File: src/design/rti_pkg.sv
`default_nettype none

package rti_pkg;

  // default component width, Q10.10 at 21 bits
  localparam int COORD_BITS_DEF = 21;
  // width of one packed vector field on the request
  localparam int FIELD_BITS = 63;
  // threshold register
  localparam int EPS_BITS = 40;
  localparam logic [EPS_BITS-1:0] EPS_RESET = EPS_BITS'(1);

  typedef logic [FIELD_BITS-1:0] vec_field_t;

  typedef struct packed {
    vec_field_t ray_origin;
    vec_field_t ray_direction;
    vec_field_t vertex_a;
    vec_field_t vertex_b;
    vec_field_t vertex_c;
  } req_t;

  typedef enum logic [2:0] {
    OC_HIT      = 3'd0,
    OC_PARALLEL = 3'd1,
    OC_U_OUT    = 3'd2,
    OC_V_OUT    = 3'd3,
    OC_BEHIND   = 3'd4
  } outcome_t;

  typedef struct packed {
    logic       hit;
    logic [2:0] outcome;
  } rsp_t;

endpackage

`default_nettype wire

File: src/design/rti_skid.sv
`default_nettype none

module rti_skid
  import rti_pkg::*;
(
  input  wire logic clk,
  input  wire logic rst,
  input  wire logic in_valid,
  output logic      in_ready,
  input  req_t      in_data,
  output logic      out_valid,
  output req_t      out_data,
  input  wire logic adv
);

  logic skid_valid;
  req_t skid_data;

  // ready comes straight from a register
  assign in_ready  = ~skid_valid;
  assign out_valid = skid_valid | in_valid;
  assign out_data  = skid_valid ? skid_data : in_data;

  always_ff @(posedge clk) begin
    if (rst) begin
      skid_valid <= 1'b0;
    end else if (skid_valid) begin
      if (adv) begin
        skid_valid <= 1'b0;
      end
    end else if (in_valid && !adv) begin
      skid_valid <= 1'b1;
    end
  end

  always_ff @(posedge clk) begin
    if (!skid_valid && in_valid && !adv) begin
      skid_data <= in_data;
    end
  end

endmodule

`default_nettype wire

File: config.mk
export PLATFORM = sky130hd
export DESIGN_NAME = rti_skid
export DESIGN_NICKNAME = d
export VERILOG_FILES = /design/src/design/rti_pkg.sv /design/src/design/rti_skid.sv
export SDC_FILE = /design/constraint.sdc
export NUM_CORES = 1
export LEC_CHECK = 0
export ABC_AREA = 1
export BUFFER_PORTS_ARGS = -buffer_cell sky130_fd_sc_hd__buf_2
export CAP_MARGIN = 10
export CORE_AREA = 2 2 244 246
export DETAILED_ROUTE_END_ITERATION = 8
export DIE_AREA = 0 0 246 248
export SLEW_MARGIN = 10
export SYNTH_ARGS = -nofsm -noshare
export SYNTH_HDL_FRONTEND = slang
export SYNTH_SLANG_ARGS = --single-unit
File: constraint.sdc
create_clock -name clk -period 38.9 [get_ports clk]
set_input_delay 3.89 -clock clk [delete_from_list [all_inputs] [get_ports clk]]
set_output_delay 3.89 -clock clk [all_outputs]
set_load 0.02 [all_outputs]
==> qor.yml <==
outcome:
  status: "finished, final reports clean"
floorplanning:
  io_pins: 636
  num_rows: 89
  die_y_microns: 248
  die_w_microns: 246
  core_area_sq_mm: 0.0585
  initial_utilization_pct: 23.2
  die_area_sq_mm: 0.0610
routing:
  wl_microns: 41100
  drc: 0
  vias: 11200
  drt_iter0_drc: 551
  wire_per_inst_microns: 14.9
  drt.antenna.violating_nets: 0
  first_pass_iters: 4
  via_per_inst: 4.05
grt:
  grtUsageMet2_pct: 20.9
  use_met3_pct: 4.22
  use_met1_pct: 14.6
  antenna_found_initial: 5
  grt_pass1_wl_microns: 59400
  top_usage_layer: "met2"
  grt_usage_pct: 12.4
  grt_overflow_total: 0
  first_global_vias: 10600
  grt_max_degree: 152
cells_and_area:
  drive_above_1_share_pct: 35.3
  syn_to_final_growth_pct: 35.8
  final_nets: 2272
power_and_ir_drop:
  p_total_w: 0.000848
  power_density_mw_per_mm2: 46.0
  p_leak_nw: 8.80
  vdd_drop_max_uv: 28.6
sta:
  setup_viol: 0
  finalCritPeriodShare_pct: 21.3
  slew_headroom_pct: 27.0
  period_needed_ns: 8.30
  worst_pin_slew_ns: 1.09
  finalSetupTns_ns: 0
  fmax_ghz: 0.120
  hold_viol: 0
  rsz0062_at_grt: "no"
  drv_slew: 0
  finClkSkew_ns: 0.00801
clock_tree:
  tritoncts: "yes"
  clk_latency_ns: 0.53
  cts_hold_buf: 0
  cts-htree-levels: 2
  cts_root_buf: "clkbuf_16"
  cts.sinks: 316
  cts_buffer_depth: 3
  clk_pin_slew_ns: 0.05
  cts_setup_buffers: 0
  numCtsBuffers: 37
  cts_resized: 0
synth:
  yosysTopAreaCell: "edfxtp_1"
  syn_avg_cell_area_sq_um: 10.1
  yosysTopAreaCellShare_pct: 69.7
  yosysWarnings: 0
  synth-seq-cells: 316
  ys_types: 9
  synth_nets: 1659
  synthTopCellsByArea: "edfxtp_1 (70%), nand2_1 (26%), buf_6 (1.8%)"
  synth-seq-area-share_pct: 69.9
  synth_cells: 1340
  syn_area_sq_mm: 0.0136
worst_hold_path:
  hp-start: "skid_valid"
  min_path_type: "reg -> reg"
worst_setup_path:
  worstPathArrival_ns: 4.41
  cp_num_buf_inv: 2
  r2r_start: "skid_valid"
  critPathKind: "in -> out"
  cp-start-kind: "input pin"
  critPathRequiredTime_ns: 35.01
  critPathLaunch: "in_data[59]"
  endpoint_kind: "primary output"
  crit_family: "buffers and inverters"
  slowest_delay_ns: 0.20
  crit_chain: "buf_2 > nand2_1 > nand2_1 > buf_2"
  critPathSlowestCell: "buf_2"
  cp_max_fo: 2
placed_design:
  port_buffers: 635
  dp_hpwl_microns: 29000
  place.gp.congestion: 0.871
run:
  cap_violations: 0
## Yosys cell counts, drive strengths merged
| cell type | n |
|---|---|
| inv | 4 |
| nor2 | 3 |
| nand2 | 947 |
| dfxtp | 1 |
| buf | 70 |
| edfxtp | 315 |
## final timing paths
| kind | slack [ns] | end | cells past startpoint |
|---|---|---|---|
| min | 0.87 | skid_valid | 2 |
| max reg2reg | 34.70 | skid_data[168] | 5 |
| min reg2reg | 0.87 | skid_valid | 2 |
| max | 30.60 | out_data[59] | 4 |
## placed cells by master (no fill, tap or decap)
cell	instances
nand2_1	947
diode_2	1
clkbuf_16	39
clkinv_1	6
clkinv_2	6
inv_8	1
buf_4	8
clkinv_4	2
buf_2	635
buf_12	1
inv_1	3
dfxtp_4	1
clkbuf_1	10
clkinvlp_4	3
nor2_1	2
nor2_4	1
edfxtp_1	315
inv_6	2
## kinds of logic (layout without fill, tap and decap cells)
logic type,count (synthesis),count (layout),share of synthesized area [%]
and+or+nand+nor,950,950,26.3
buffers and inverters,74,716,3.85
DFF,316,316,69.9
other,0,1,0
## area by class of cell
class	count	area, sq um
diodes	1	2.50
well taps	773	967
clock inverters	19	110
fillers	6198	40000
flip-flops and latches	316	9480
multi-input cells	950	3570
inverters	4	22.5
repair buffers	644	3260
clock buffers	49	1010
## worst min-delay path: stages (launching register included)
cell	delay, ns
dfxtp_4	0.56
nor2_1	0.21
nor2_1	0.06
## metrics by stage
stage | util (%) | worst slack (ns) | hold WS, ns | std cells | cell area, sq um
6_report | 31.5 | 30.60 | 0.866 | 2756 | 18400
4_1_cts | 31.5 | 30.59 | 0.885 | 2755 | 18400
2_1_floorplan | - | 20.84 | 0.773 | 1340 | 13600
3_5_place_dp | 29.6 | 30.60 | 0.876 | 2687 | 17300
3_3_place_gp | 29.6 | 30.58 | 0.885 | 2687 | 17300
5_1_grt | 31.5 | 30.57 | 0.953 | 2756 | 18400
## per-layer routing
metal	up-vias	part of all wire [%]
met1	5079	39
met2	461	49
met5	-	0.11
met4	8	2.9
met3	80	8.8
li1	5541	-
## power breakdown
group	internal, W	switching [W]	leakage [nW]
registers	0.000392	0.00000437	2.95
logic	0.0000400	0.0000860	5.31
clock network	0.000185	0.000140	0.543
## sequential cells by signal, indices dropped and copies added (netlist names)
register and flops:
skid_valid 1, skid_data 315
Note: power is estimated with default switching activity, not from simulation.
